[src/rtl/scc_pkg.sv]
// Package for the strong connectivity check unit.
// Holds sizes, item and memory request types and the controller state enum.
// No dependencies.
package scc_pkg;

  localparam int MAX_V = 1024;
  localparam int MAX_E = 4096;
  localparam int VW    = 10;          // vertex index width
  localparam int EW    = 12;          // edge index width
  localparam int HW    = EW + 1;      // list link width, top bit marks end of list
  localparam int CNTW  = 11;          // vertex count / external vertex width
  localparam int ETW   = 13;          // stored edge total width

  localparam logic [HW-1:0]   NIL_LINK = {1'b1, {EW{1'b0}}};
  localparam logic [CNTW-1:0] NMAX     = CNTW'(MAX_V);
  localparam logic [ETW-1:0]  EMAX     = ETW'(MAX_E);

  localparam logic REQ_EDGE   = 1'b0;
  localparam logic REQ_FINISH = 1'b1;

  typedef struct packed {
    logic            req_type;
    logic [CNTW-1:0] edge_from;
    logic [CNTW-1:0] edge_to;
  } in_item_t;

  typedef struct packed {
    logic            strongly_connected;
    logic [CNTW-1:0] component_count;
    logic            edges_dropped;
  } out_item_t;

  typedef struct packed {
    logic [VW-1:0] src;
    logic [VW-1:0] tgt;
    logic [HW-1:0] fnext;
    logic [HW-1:0] rnext;
  } edge_rec_t;

  typedef struct packed {
    logic [VW-1:0] vtx;
    logic [HW-1:0] link;
  } stk_rec_t;

  typedef struct packed {
    logic          we;
    logic [VW-1:0] waddr;
    logic [HW-1:0] wdata;
    logic [VW-1:0] raddr;
  } head_req_t;

  typedef struct packed {
    logic          we;
    logic [EW-1:0] waddr;
    edge_rec_t     wdata;
    logic [EW-1:0] raddr;
  } edge_req_t;

  typedef struct packed {
    logic          we;
    logic [VW-1:0] waddr;
    logic          wdata;
    logic [VW-1:0] raddr;
  } vis_req_t;

  typedef struct packed {
    logic          we;
    logic [VW-1:0] waddr;
    logic [VW-1:0] wdata;
    logic [VW-1:0] raddr;
  } fin_req_t;

  typedef struct packed {
    logic          we;
    logic [VW-1:0] waddr;
    stk_rec_t      wdata;
    logic [VW-1:0] raddr;
  } stk_req_t;

  typedef enum logic [3:0] {
    S_CLR, S_IDLE, S_EDGE_WR, S_P1_RD, S_P1_CHK, S_W_HEAD, S_W_EDGE,
    S_W_ERD, S_W_CHK, S_W_POP, S_VCLR, S_P2_RD, S_P2_VRD, S_P2_CHK, S_DONE
  } state_t;

endpackage

[src/rtl/scc_ctrl.sv]
// Sequencer for the strong connectivity check: edge loading, both walk
// passes, clearing sweeps. Depends on scc_pkg; drives the memories in the top.
module scc_ctrl import scc_pkg::*; (
  input  logic            clk,
  input  logic            rst_n,
  input  logic            start,
  output logic            busy,
  input  in_item_t        in_item,
  output logic            out_valid,
  output out_item_t       out_item,
  input  logic [CNTW-1:0] vcount,
  output head_req_t       fh_req,
  input  logic [HW-1:0]   fh_rdata,
  output head_req_t       rh_req,
  input  logic [HW-1:0]   rh_rdata,
  output edge_req_t       ed_req,
  input  edge_rec_t       ed_rdata,
  output vis_req_t        vis_req,
  input  logic            vis_rdata,
  output fin_req_t        fin_req,
  input  logic [VW-1:0]   fin_rdata,
  output stk_req_t        stk_req,
  input  stk_rec_t        stk_rdata
);
  state_t state_r, state_nxt;

  logic [ETW-1:0]  etot_r, etot_nxt;
  logic            drop_r, drop_nxt;
  logic [VW-1:0]   sweep_r, sweep_nxt;
  logic [VW-1:0]   es_r, es_nxt, et_r, et_nxt;
  logic            pass_r, pass_nxt;
  logic [CNTW-1:0] v_r, v_nxt;
  logic [CNTW-1:0] fin_r, fin_nxt;
  logic [CNTW-1:0] cnt_r, cnt_nxt;
  logic [CNTW-1:0] d_r, d_nxt;
  logic [VW-1:0]   topv_r, topv_nxt;
  logic [HW-1:0]   tope_r, tope_nxt;
  logic [VW-1:0]   w_r, w_nxt;
  logic            ok_r, ok_nxt;

  logic [CNTW-1:0] n_eff, from_m1, to_m1, d_m1, d_m2, fin_m1, v_ext, w_ext;
  logic            edge_ok, push_ok, u_ok;
  logic [VW-1:0]   ew, eo;

  always_comb begin
    if (vcount == '0) begin
      n_eff = CNTW'(1);
    end else if (vcount > NMAX) begin
      n_eff = NMAX;
    end else begin
      n_eff = vcount;
    end
  end

  assign from_m1 = in_item.edge_from - CNTW'(1);
  assign to_m1   = in_item.edge_to - CNTW'(1);
  assign edge_ok = (in_item.edge_from != '0) && (in_item.edge_from <= n_eff) &&
                   (in_item.edge_to != '0) && (in_item.edge_to <= n_eff) &&
                   (etot_r < EMAX);
  assign d_m1    = d_r - CNTW'(1);
  assign d_m2    = d_r - CNTW'(2);
  assign fin_m1  = fin_r - CNTW'(1);
  assign v_ext   = v_r;
  assign w_ext   = {1'b0, w_r};
  assign push_ok = ok_r && !vis_rdata && (d_r < NMAX);
  assign u_ok    = ({1'b0, w_r} < n_eff) && !vis_rdata;
  assign ew      = pass_r ? ed_rdata.src : ed_rdata.tgt;
  assign eo      = pass_r ? ed_rdata.tgt : ed_rdata.src;

  // next state
  always_comb begin
    state_nxt = state_r;
    case (state_r)
      S_CLR:     if (sweep_r == VW'(MAX_V - 1)) state_nxt = S_IDLE;
      S_IDLE: begin
        if (start) begin
          if (in_item.req_type == REQ_FINISH) begin
            state_nxt = S_P1_RD;
          end else if (edge_ok) begin
            state_nxt = S_EDGE_WR;
          end
        end
      end
      S_EDGE_WR: state_nxt = S_IDLE;
      S_P1_RD:   state_nxt = (v_r == n_eff) ? S_VCLR : S_P1_CHK;
      S_P1_CHK:  state_nxt = vis_rdata ? S_P1_RD : S_W_HEAD;
      S_W_HEAD:  state_nxt = S_W_EDGE;
      S_W_EDGE: begin
        if (!tope_r[HW-1]) begin
          state_nxt = S_W_ERD;
        end else if (d_r == CNTW'(1)) begin
          state_nxt = pass_r ? S_P2_RD : S_P1_RD;
        end else begin
          state_nxt = S_W_POP;
        end
      end
      S_W_POP:   state_nxt = S_W_EDGE;
      S_W_ERD:   state_nxt = S_W_CHK;
      S_W_CHK:   state_nxt = push_ok ? S_W_HEAD : S_W_EDGE;
      S_VCLR:    if (sweep_r == VW'(MAX_V - 1)) state_nxt = S_P2_RD;
      S_P2_RD:   state_nxt = (fin_r == '0) ? S_DONE : S_P2_VRD;
      S_P2_VRD:  state_nxt = S_P2_CHK;
      S_P2_CHK:  state_nxt = u_ok ? S_W_HEAD : S_P2_RD;
      S_DONE:    state_nxt = S_CLR;
      default:   state_nxt = S_CLR;
    endcase
  end

  // datapath and memory requests
  always_comb begin
    etot_nxt = etot_r;  drop_nxt = drop_r;  sweep_nxt = sweep_r;
    es_nxt = es_r;  et_nxt = et_r;  pass_nxt = pass_r;  v_nxt = v_r;
    fin_nxt = fin_r;  cnt_nxt = cnt_r;  d_nxt = d_r;  topv_nxt = topv_r;
    tope_nxt = tope_r;  w_nxt = w_r;  ok_nxt = ok_r;
    fh_req = '0;  rh_req = '0;  ed_req = '0;  vis_req = '0;  fin_req = '0;
    stk_req = '0;
    busy = (state_r != S_IDLE);
    out_valid = 1'b0;
    out_item = '0;
    case (state_r)
      S_CLR: begin
        fh_req.we = 1'b1;  fh_req.waddr = sweep_r;  fh_req.wdata = NIL_LINK;
        rh_req.we = 1'b1;  rh_req.waddr = sweep_r;  rh_req.wdata = NIL_LINK;
        vis_req.we = 1'b1; vis_req.waddr = sweep_r; vis_req.wdata = 1'b0;
        sweep_nxt = sweep_r + VW'(1);
      end
      S_IDLE: begin
        fh_req.raddr = from_m1[VW-1:0];
        rh_req.raddr = to_m1[VW-1:0];
        es_nxt = from_m1[VW-1:0];
        et_nxt = to_m1[VW-1:0];
        if (start) begin
          if (in_item.req_type == REQ_FINISH) begin
            v_nxt = '0;  fin_nxt = '0;  cnt_nxt = '0;  pass_nxt = 1'b0;
          end else if (!edge_ok) begin
            drop_nxt = 1'b1;
          end
        end
      end
      S_EDGE_WR: begin
        ed_req.we = 1'b1;
        ed_req.waddr = etot_r[EW-1:0];
        ed_req.wdata = '{src: es_r, tgt: et_r, fnext: fh_rdata, rnext: rh_rdata};
        fh_req.we = 1'b1;  fh_req.waddr = es_r;  fh_req.wdata = {1'b0, etot_r[EW-1:0]};
        rh_req.we = 1'b1;  rh_req.waddr = et_r;  rh_req.wdata = {1'b0, etot_r[EW-1:0]};
        etot_nxt = etot_r + ETW'(1);
      end
      S_P1_RD: begin
        vis_req.raddr = v_r[VW-1:0];
        sweep_nxt = '0;
        pass_nxt = (v_r == n_eff);
      end
      S_P1_CHK: begin
        if (vis_rdata) begin
          v_nxt = v_r + CNTW'(1);
        end else begin
          vis_req.we = 1'b1;  vis_req.waddr = v_ext[VW-1:0];  vis_req.wdata = 1'b1;
          fh_req.raddr = v_ext[VW-1:0];
          topv_nxt = v_ext[VW-1:0];
          d_nxt = CNTW'(1);
        end
      end
      S_W_HEAD: tope_nxt = pass_r ? rh_rdata : fh_rdata;
      S_W_EDGE: begin
        ed_req.raddr = tope_r[EW-1:0];
        stk_req.raddr = d_m2[VW-1:0];
        if (tope_r[HW-1]) begin
          if (!pass_r && fin_r < NMAX) begin
            fin_req.we = 1'b1;  fin_req.waddr = fin_r[VW-1:0];  fin_req.wdata = topv_r;
            fin_nxt = fin_r + CNTW'(1);
          end
          d_nxt = d_m1;
          if (d_r == CNTW'(1)) begin
            if (pass_r) begin
              fin_nxt = fin_m1;
            end else begin
              v_nxt = v_r + CNTW'(1);
            end
          end
        end
      end
      S_W_POP: begin
        topv_nxt = stk_rdata.vtx;
        tope_nxt = stk_rdata.link;
      end
      S_W_ERD: begin
        vis_req.raddr = ew;
        w_nxt = ew;
        ok_nxt = ({1'b0, ew} < n_eff) && ({1'b0, eo} < n_eff);
        tope_nxt = pass_r ? ed_rdata.rnext : ed_rdata.fnext;
      end
      S_W_CHK: begin
        if (push_ok) begin
          vis_req.we = 1'b1;  vis_req.waddr = w_r;  vis_req.wdata = 1'b1;
          stk_req.we = 1'b1;  stk_req.waddr = d_m1[VW-1:0];
          stk_req.wdata = '{vtx: topv_r, link: tope_r};
          fh_req.raddr = w_r;
          rh_req.raddr = w_r;
          topv_nxt = w_r;
          d_nxt = d_r + CNTW'(1);
        end
      end
      S_VCLR: begin
        vis_req.we = 1'b1;  vis_req.waddr = sweep_r;  vis_req.wdata = 1'b0;
        sweep_nxt = sweep_r + VW'(1);
      end
      S_P2_RD: fin_req.raddr = fin_m1[VW-1:0];
      S_P2_VRD: begin
        vis_req.raddr = fin_rdata;
        w_nxt = fin_rdata;
      end
      S_P2_CHK: begin
        if (u_ok) begin
          cnt_nxt = cnt_r + CNTW'(1);
          vis_req.we = 1'b1;  vis_req.waddr = w_ext[VW-1:0];  vis_req.wdata = 1'b1;
          rh_req.raddr = w_r;
          topv_nxt = w_r;
          d_nxt = CNTW'(1);
        end else begin
          fin_nxt = fin_m1;
        end
      end
      S_DONE: begin
        out_valid = 1'b1;
        out_item.strongly_connected = (cnt_r == CNTW'(1));
        out_item.component_count = cnt_r;
        out_item.edges_dropped = drop_r;
        sweep_nxt = '0;
        etot_nxt = '0;
        drop_nxt = 1'b0;
      end
      default: ;
    endcase
  end

  always_ff @(posedge clk) begin
    if (!rst_n) begin
      state_r <= S_CLR;
      sweep_r <= '0;
      etot_r  <= '0;
      drop_r  <= 1'b0;
      pass_r  <= 1'b0;
      d_r     <= '0;
    end else begin
      state_r <= state_nxt;
      sweep_r <= sweep_nxt;
      etot_r  <= etot_nxt;
      drop_r  <= drop_nxt;
      pass_r  <= pass_nxt;
      d_r     <= d_nxt;
    end
  end

  always_ff @(posedge clk) begin
    es_r <= es_nxt;  et_r <= et_nxt;  v_r <= v_nxt;  fin_r <= fin_nxt;
    cnt_r <= cnt_nxt;  topv_r <= topv_nxt;  tope_r <= tope_nxt;
    w_r <= w_nxt;  ok_r <= ok_nxt;
  end
endmodule

[config.mk]
export PLATFORM = sky130hd
export DESIGN_NAME = scc_ctrl
export DESIGN_NICKNAME = d
export VERILOG_FILES = /design/src/rtl/scc_pkg.sv /design/src/rtl/scc_ctrl.sv
export SDC_FILE = /design/constraint.sdc
export NUM_CORES = 1
export LEC_CHECK = 0
export ABC_AREA = 1
export BUFFER_PORTS_ARGS = -buffer_cell sky130_fd_sc_hd__buf_2
export CORE_AREA = 2 2 154 156
export DETAILED_ROUTE_END_ITERATION = 16
export DIE_AREA = 0 0 156 158
export PLACE_DENSITY = 0.78
export SLEW_MARGIN = 20
export SYNTH_ARGS = -nofsm -noshare
export SYNTH_HDL_FRONTEND = slang
export SYNTH_SLANG_ARGS = --single-unit
[constraint.sdc]
create_clock -name clk -period 5.6 [get_ports clk]
set_input_delay 1.12 -clock clk [delete_from_list [all_inputs] [get_ports clk]]
set_output_delay 1.12 -clock clk [all_outputs]
set_load 0.05 [all_outputs]
==> flow_summary.yaml, run 1 <==
worst_setup_path:
  arrival_ns: 3.83
  startpoint_type: "input pin"
  crit_start: "vcount[2]"
  crit_chain: "buf_2 -> nor2_1 -> nand3_1 -> o21ai_2 -> nand2_1 -> ha_1 -> nand2_1 -> o21a_1 -> o21ai_1 -> nor2_1 -> nand2_2 -> nor2_1 -> buf_4 -> inv_1 -> nand4_1 -> buf_2"
  crit_required_ns: 4.48
  max_stage_delay_ns: 0.37
  r2r_start: "pass_r$_SDFFE_PN0P_"
  cp-end-kind: "output port"
  criticalPathCategory: "in2out"
  critical-path-top-cell-by-count: "nor2_1"
  critPathMaxFanout: 11
  slowest_stage: "ha_1"
floorplanning:
  die_w_microns: 156
  core_area_sq_um: 23050
  ios: 394
  die_h_microns: 158
  placementRows: 56
  dieArea_sq_um: 24650
  initial_core_util: 0.4792
timing:
  grt_setup_unrepaired: "no"
  fin_crit_ns: 4.949
  setup_tns_ns: 0
  final.period_utilization: 0.8837
  fmax_mhz: 202.1
  report.final.slew_viol_count: 0
  hold_violations: 0
  skew_ns: 0.01386
  worst_pin_slew_ns: 1.036
  setup_viol: 0
  max-slew-margin-rel: 0.3067
power:
  ir_drop_mv: 0.1598
  power.density_nw_per_um2: 190.7
  power.total_uw: 2595
  p_leak_uw: 0.007063
cells_and_area:
  drive_gt1_frac: 0.2637
  fill_cells: 2196
  syn2layout_area_growth_pct: 23.23
  fin_nets: 2149
synth:
  syn_area_per_cell_sq_um: 6.903
  syn-num-nets: 1809
  synthCells: 1600
  synth_top_area_cell: "edfxtp_1"
  synth.cell_area_sq_um: 11050
  yosysSeqAreaShare: 0.3090
  synth_warnings: 0
  synthArstFlopShare: 0
  synth.distinct_cells: 56
  synth_edf_count: 87
  synth_flop_cell: "edfxtp_1"
  synth-seq-cells: 127
  synthTopCellsByArea: "edfxtp_1 24%, nand2_1 9.5%, nor2_1 9.0%, inv_1 8.1%, ha_1 7.5%"
  yosys.area.top_type_share: 0.2365
clock_network:
  postCtsSetupRepairBufs: 0
  cts_root_buf: "clkbuf_16"
  ctsHtreeMaxLevel: 4
  clk_path_buf_depth: 2
  clock_sinks: 127
  cts_hold_buf: 0
  cts.clk_slew.worst_paths_ns: 0.06
  tritoncts: "yes"
  clock_latency_ns: 0.44
  ctsResizeCount: 0
  numCtsBuffers: 17
grt:
  grt_max_degree: 62
  antenna_found_initial: 2
  grt-ovfl-total: 0
  grt_pass1_wl_mm: 61.49
  track_usage: 0.3250
  grt_pass1_vias: 11110
min_path:
  min_from: "d_r[10]$_SDFFE_PN0P_"
  min_path_type: "reg2reg"
route:
  wl_per_cell_microns: 18.42
  drt_iter0_drc: 1294
  vias: 12400
  finalWirelength_mm: 41.35
  dr.pass1.iters: 8
  drcViolationCount: 0
  avgViaCountPerCell: 5.524
  detail-route-antenna-nets: 0
placed_design:
  place.gp.congestion: 1.026
  hpwl_mm: 32.72
  io_buffers: 393
outcome:
  outcome: "finished clean"
flow_run:
  cap_viol_max_count: 0
[metal layers]
layer,GRT usage,vias up,part of all wire
met5,0,-,0
li1,-,5940,-
met4,0.1599,0,0.048
met1,0.4089,5685,0.40
met2,0.5381,653,0.47
met3,0.06022,124,0.086
[final cells by class]
type,instances,area (sq um),area share
clock buffer,18,429.2,0.03153
timing repair buffer,401,2027,0.1489
antenna,2,5.005,0.0003677
multi-input combinational,1137,6202,0.4556
inverter,256,965.9,0.07096
tap,290,362.8,0.02666
sequential,127,3415,0.2508
clock inverter,14,205.2,0.01507
[through the flow]
step             util  std cells  worst slack (ns)  area, sq um  hold WS (ns)
2_1_floorplan       -       1600             1.122        11050        0.4362
3_3_place_gp   0.5627       2211            0.7732        12970        0.4525
3_5_place_dp   0.5627       2211            0.6840        12970        0.4642
4_1_cts        0.5903       2243            0.6883        13610        0.4725
5_1_grt        0.5905       2245            0.4623        13610        0.4980
6_report       0.5905       2245            0.6512        13610        0.4752
[synthesized netlist by cell type (all sizes together), types with 6 or more instances]
cell	count
xnor2	8
edfxtp	87
nor2	285
nand4	20
o22ai	28
nand3	53
a21oi	100
o21ai	118
ha	66
o21a	6
a221o	13
a31oi	6
o211ai	9
dfxtp	40
a22oi	16
buf	57
nand3b	10
o221ai	11
nor4	6
xor2	24
nor3	38
inv	253
nand2	301
clkbuf	22
[path summary, 6_finish.rpt]
check / to / slack, ns / cells past startpoint
min: d_r[10]$_SDFFE_PN0P_ / 0.48 / 2
max reg2reg: ok_r$_DFFE_PP_ / 1.94 / 8
min reg2reg: d_r[10]$_SDFFE_PN0P_ / 0.48 / 2
max: vis_req[21] / 0.65 / 16
[where the power goes]
group          leakage (uW)  switching (uW)  internal, uW
Clock              0.000303             464           754
Combinational       0.00564             230           123
Sequential          0.00112            13.0          1010
[worst max-delay path, delay by kind of cell]
| kind | cells | cell delay [ns] |
|---|---|---|
| compound gates | 3 | 0.64 |
| fa+ha+maj | 1 | 0.37 |
| buf+inv | 4 | 0.73 |
| simple gates | 8 | 0.97 |
[logic make-up after synthesis]
kind of cell,share of synthesized area
simple gates,0.2848
buf+inv,0.1297
compound gates,0.1755
flops,0.3090
fa+ha+maj,0.07476
xor+xnor,0.02537
mux,0.0009062
[flip-flops by register name (all words and copies together) (netlist names), 11 cells and up]
signal,count
v_ext,11
etot_r,13
fin_r,11
cnt_r,11
tope_r,13
d_r,11
[cells in the final DEF, fill, tap and decap left out, drive strengths merged, types with 2 or more instances in the layout]
cell type,instances
buf,401
nand2,301
nor2,285
inv,259
o21ai,118
a21oi,100
edfxtp,87
ha,66
nand3,53
dfxtp,40
nor3,38
o22ai,28
xor2,24
nand4,20
clkbuf,18
a22oi,16
a221o,13
o221ai,11
nand3b,10
o211ai,9
xnor2,8
nor4,6
o21a,6
a31oi,6
clkinv,5
a211oi,4
bufinv,4
or2,3
diode,2
o31ai,2
nor3b,2
a2111oi,2
clkinvlp,2
(Power assumes the default switching activity.)
==> run 2: changes to the inputs <==
--- a/config.mk
+++ b/config.mk
@@ -10,7 +10,7 @@
 export CORE_AREA = 2 2 154 156
 export DETAILED_ROUTE_END_ITERATION = 16
 export DIE_AREA = 0 0 156 158
-export PLACE_DENSITY = 0.78
+export PLACE_DENSITY = 0.88
 export SLEW_MARGIN = 20
 export SYNTH_ARGS = -nofsm -noshare
 export SYNTH_HDL_FRONTEND = slang
==> run 2 against run 1 <==
Against the previous run:
- cell area fell by 0.50%
- first-iteration DRC count fell by 20%
- setup slack got worse by 0.041 ns
- die area did not move
- combinational power barely moved
- via count rose by 0.50%
- non-clock buffer count fell by 1
- sequential share of layout area rose by 0.13 points
- power fell by 5.7%
- largest power group unchanged
- highest routed layer unchanged
==> flow_summary.yaml, run 2 (synthesis gave the netlist of run 1 again) <==
clock_network:
  ctsHtreeMaxLevel: 4
  clk_path_buf_depth: 2
  ctsResizeCount: 0
  numCtsBuffers: 17
  clock_latency_ns: 0.42
  cts.clk_slew.worst_paths_ns: 0.06
  cts_hold_buf: 0
  postCtsSetupRepairBufs: 0
  cts_root_buf: "clkbuf_16"
  clock_sinks: 127
  tritoncts: "yes"
worst_setup_path:
  slowest_stage: "ha_1"
  critical-path-top-cell-by-count: "nor2_1"
  crit_start: "vcount[4]"
  r2r_start: "w_r[8]$_DFFE_PP_"
  endpoint: "rh_req[8]"
  cp-end-kind: "output port"
  regToRegEndpoint: "topv_r[9]$_DFFE_PP_"
  crit_required_ns: 4.48
  max_stage_delay_ns: 0.36
  reg2reg_depth: 9
  arrival_ns: 3.87
  critPathMaxFanout: 11
  startpoint_type: "input pin"
  ff2ff_setup_slack_ns: 2.80
  crit_chain: "buf_2 -> nor2_1 -> nand3_1 -> o21ai_2 -> nand2_1 -> ha_1 -> a21oi_1 -> o21a_1 -> o21ai_1 -> nor2_1 -> nand2_2 -> nor2_1 -> buf_4 -> nand2_1 -> nand3b_1 -> buf_2"
  criticalPathCategory: "in2out"
placed_design:
  placed_area_sq_um: 12960
  hpwl_mm: 32.40
  place.gp.congestion: 1.017
  io_buffers: 393
power:
  ir_drop_mv: 0.1593
  netSwitchingFraction: 0.2760
  intPower_uw: 1771
  combPwrFrac: 0.145
  power_frac_seq: 0.417
  power.density_nw_per_um2: 180.6
  p_leak_uw: 0.007049
  p_switching_uw: 675.3
  clkPwrFrac: 0.438
grt:
  grt_max_degree: 60
  grt-ovfl-total: 0
  grt_pass1_wl_mm: 59.63
  track_usage: 0.3142
  grt_pass1_vias: 11130
  antenna_found_initial: 3
route:
  dr.pass1.iters: 6
  drt_iter0_drc: 1032
  avgViaCountPerCell: 5.552
  drcViolationCount: 0
  vias: 12460
  wl_per_cell_microns: 17.94
  detail-route-antenna-nets: 0
  finalWirelength_mm: 40.28
floorplanning:
  core_area_sq_um: 23050
  die_h_microns: 158
  dieArea_sq_um: 24650
  placementRows: 56
  ios: 394
  initial_core_util: 0.4792
  die_w_microns: 156
timing:
  fmax_mhz: 200.4
  hold_slack_ns: 0.4666
  worst_pin_slew_ns: 0.9775
  max-slew-margin-rel: 0.3459
  skew_ns: 0.008569
  setup_viol: 0
  grt_setup_unrepaired: "no"
  report.final.slew_viol_count: 0
  setup_tns_ns: 0
  fin_crit_ns: 4.989
  final.period_utilization: 0.8910
  hold_violations: 0
cells_and_area:
  final_util: 0.5875
  final_cell_mix: "393 x buf_2, 281 x nand2_1, 263 x nor2_1"
  syn2layout_area_growth_pct: 22.62
  mostFrequentLayoutCell: "buf_2"
  reg.largest.list: "etot_r: 13 flops, tope_r: 13 flops"
  fin_nets: 2148
  drive_gt1_frac: 0.2638
  design_area_sq_um: 13540
flow_run:
  cap_viol_max_count: 0
min_path:
  min_path_type: "reg2reg"
outcome:
  outcome: "finished clean"
[run 2: cell count changes in the layout (fill, tap and decap cells not counted), sizes merged]
cell,delta
clkinvlp,-2
clkbuf,+4
inv,-1
diode,+1
buf,-1
clkinv,+3
bufinv,-4
[run 2: how the worst min path moves through the flow]
| stage | from | endpoint | slack [ns] | cells past startpoint |
|---|---|---|---|---|
| 6_report | d_r[10]$_SDFFE_PN0P_ | d_r[10]$_SDFFE_PN0P_ | 0.47 | 2 |
| 5_1_grt | d_r[10]$_SDFFE_PN0P_ | d_r[10]$_SDFFE_PN0P_ | 0.49 | 2 |
| 4_1_cts | d_r[10]$_SDFFE_PN0P_ | d_r[10]$_SDFFE_PN0P_ | 0.47 | 2 |
| 3_5_place_dp | d_r[10]$_SDFFE_PN0P_ | d_r[10]$_SDFFE_PN0P_ | 0.46 | 2 |
| 3_3_place_gp | d_r[10]$_SDFFE_PN0P_ | d_r[10]$_SDFFE_PN0P_ | 0.45 | 2 |
| 2_1_floorplan | drop_r$_SDFFE_PN0P_ | drop_r$_SDFFE_PN0P_ | 0.44 | 2 |
[run 2: cell type report]
type                    count  area [sq um]
fillers                  2182          9508
repair buffers            400          2019
well taps                 290         362.8
flip-flops and latches    127          3415
inverters                 256         965.9
diodes                      3         7.507
clock buffers              22         499.2
clock inverters            10         72.57
multi-input cells        1137          6202
[run 2: power groups by stage]
stage | Clock [uW] | Combinational, uW | Sequential (uW)
2_1_floorplan | 0 | 216 | 1040
3_3_place_gp | 0 | 340 | 1040
3_5_place_dp | 0 | 348 | 1040
4_1_cts | 1070 | 350 | 1020
5_1_grt | 1120 | 390 | 1020
6_report | 1070 | 356 | 1020
[run 2: per-stage QoR]
step           std cells  power, uW  setup slack, ns
6_report            2245       2447           0.6106
5_1_grt             2245       2531           0.4165
4_1_cts             2242       2443           0.6785
3_5_place_dp        2210       1388           0.7027
3_3_place_gp        2210       1379           0.7426
2_1_floorplan       1600       1252            1.122
[run 2: worst max-delay path: cells and delay by family]
| family | cells | cell delay [ns] |
|---|---|---|
| AOI/OAI and AO/OA | 4 | 0.63 |
| adders and majority gates | 1 | 0.36 |
| and+or+nand+nor | 8 | 1.15 |
| buffers and inverters | 3 | 0.61 |
[run 2: per-layer routing]
layer	up-vias	routed length [microns]	GRT usage	part of all wire
met4	0	1641	0.1402	0.041
met5	-	0	0	0
li1	5954	-	-	-
met3	104	3331	0.05146	0.083
met1	5754	16010	0.3933	0.40
met2	652	19300	0.5350	0.48
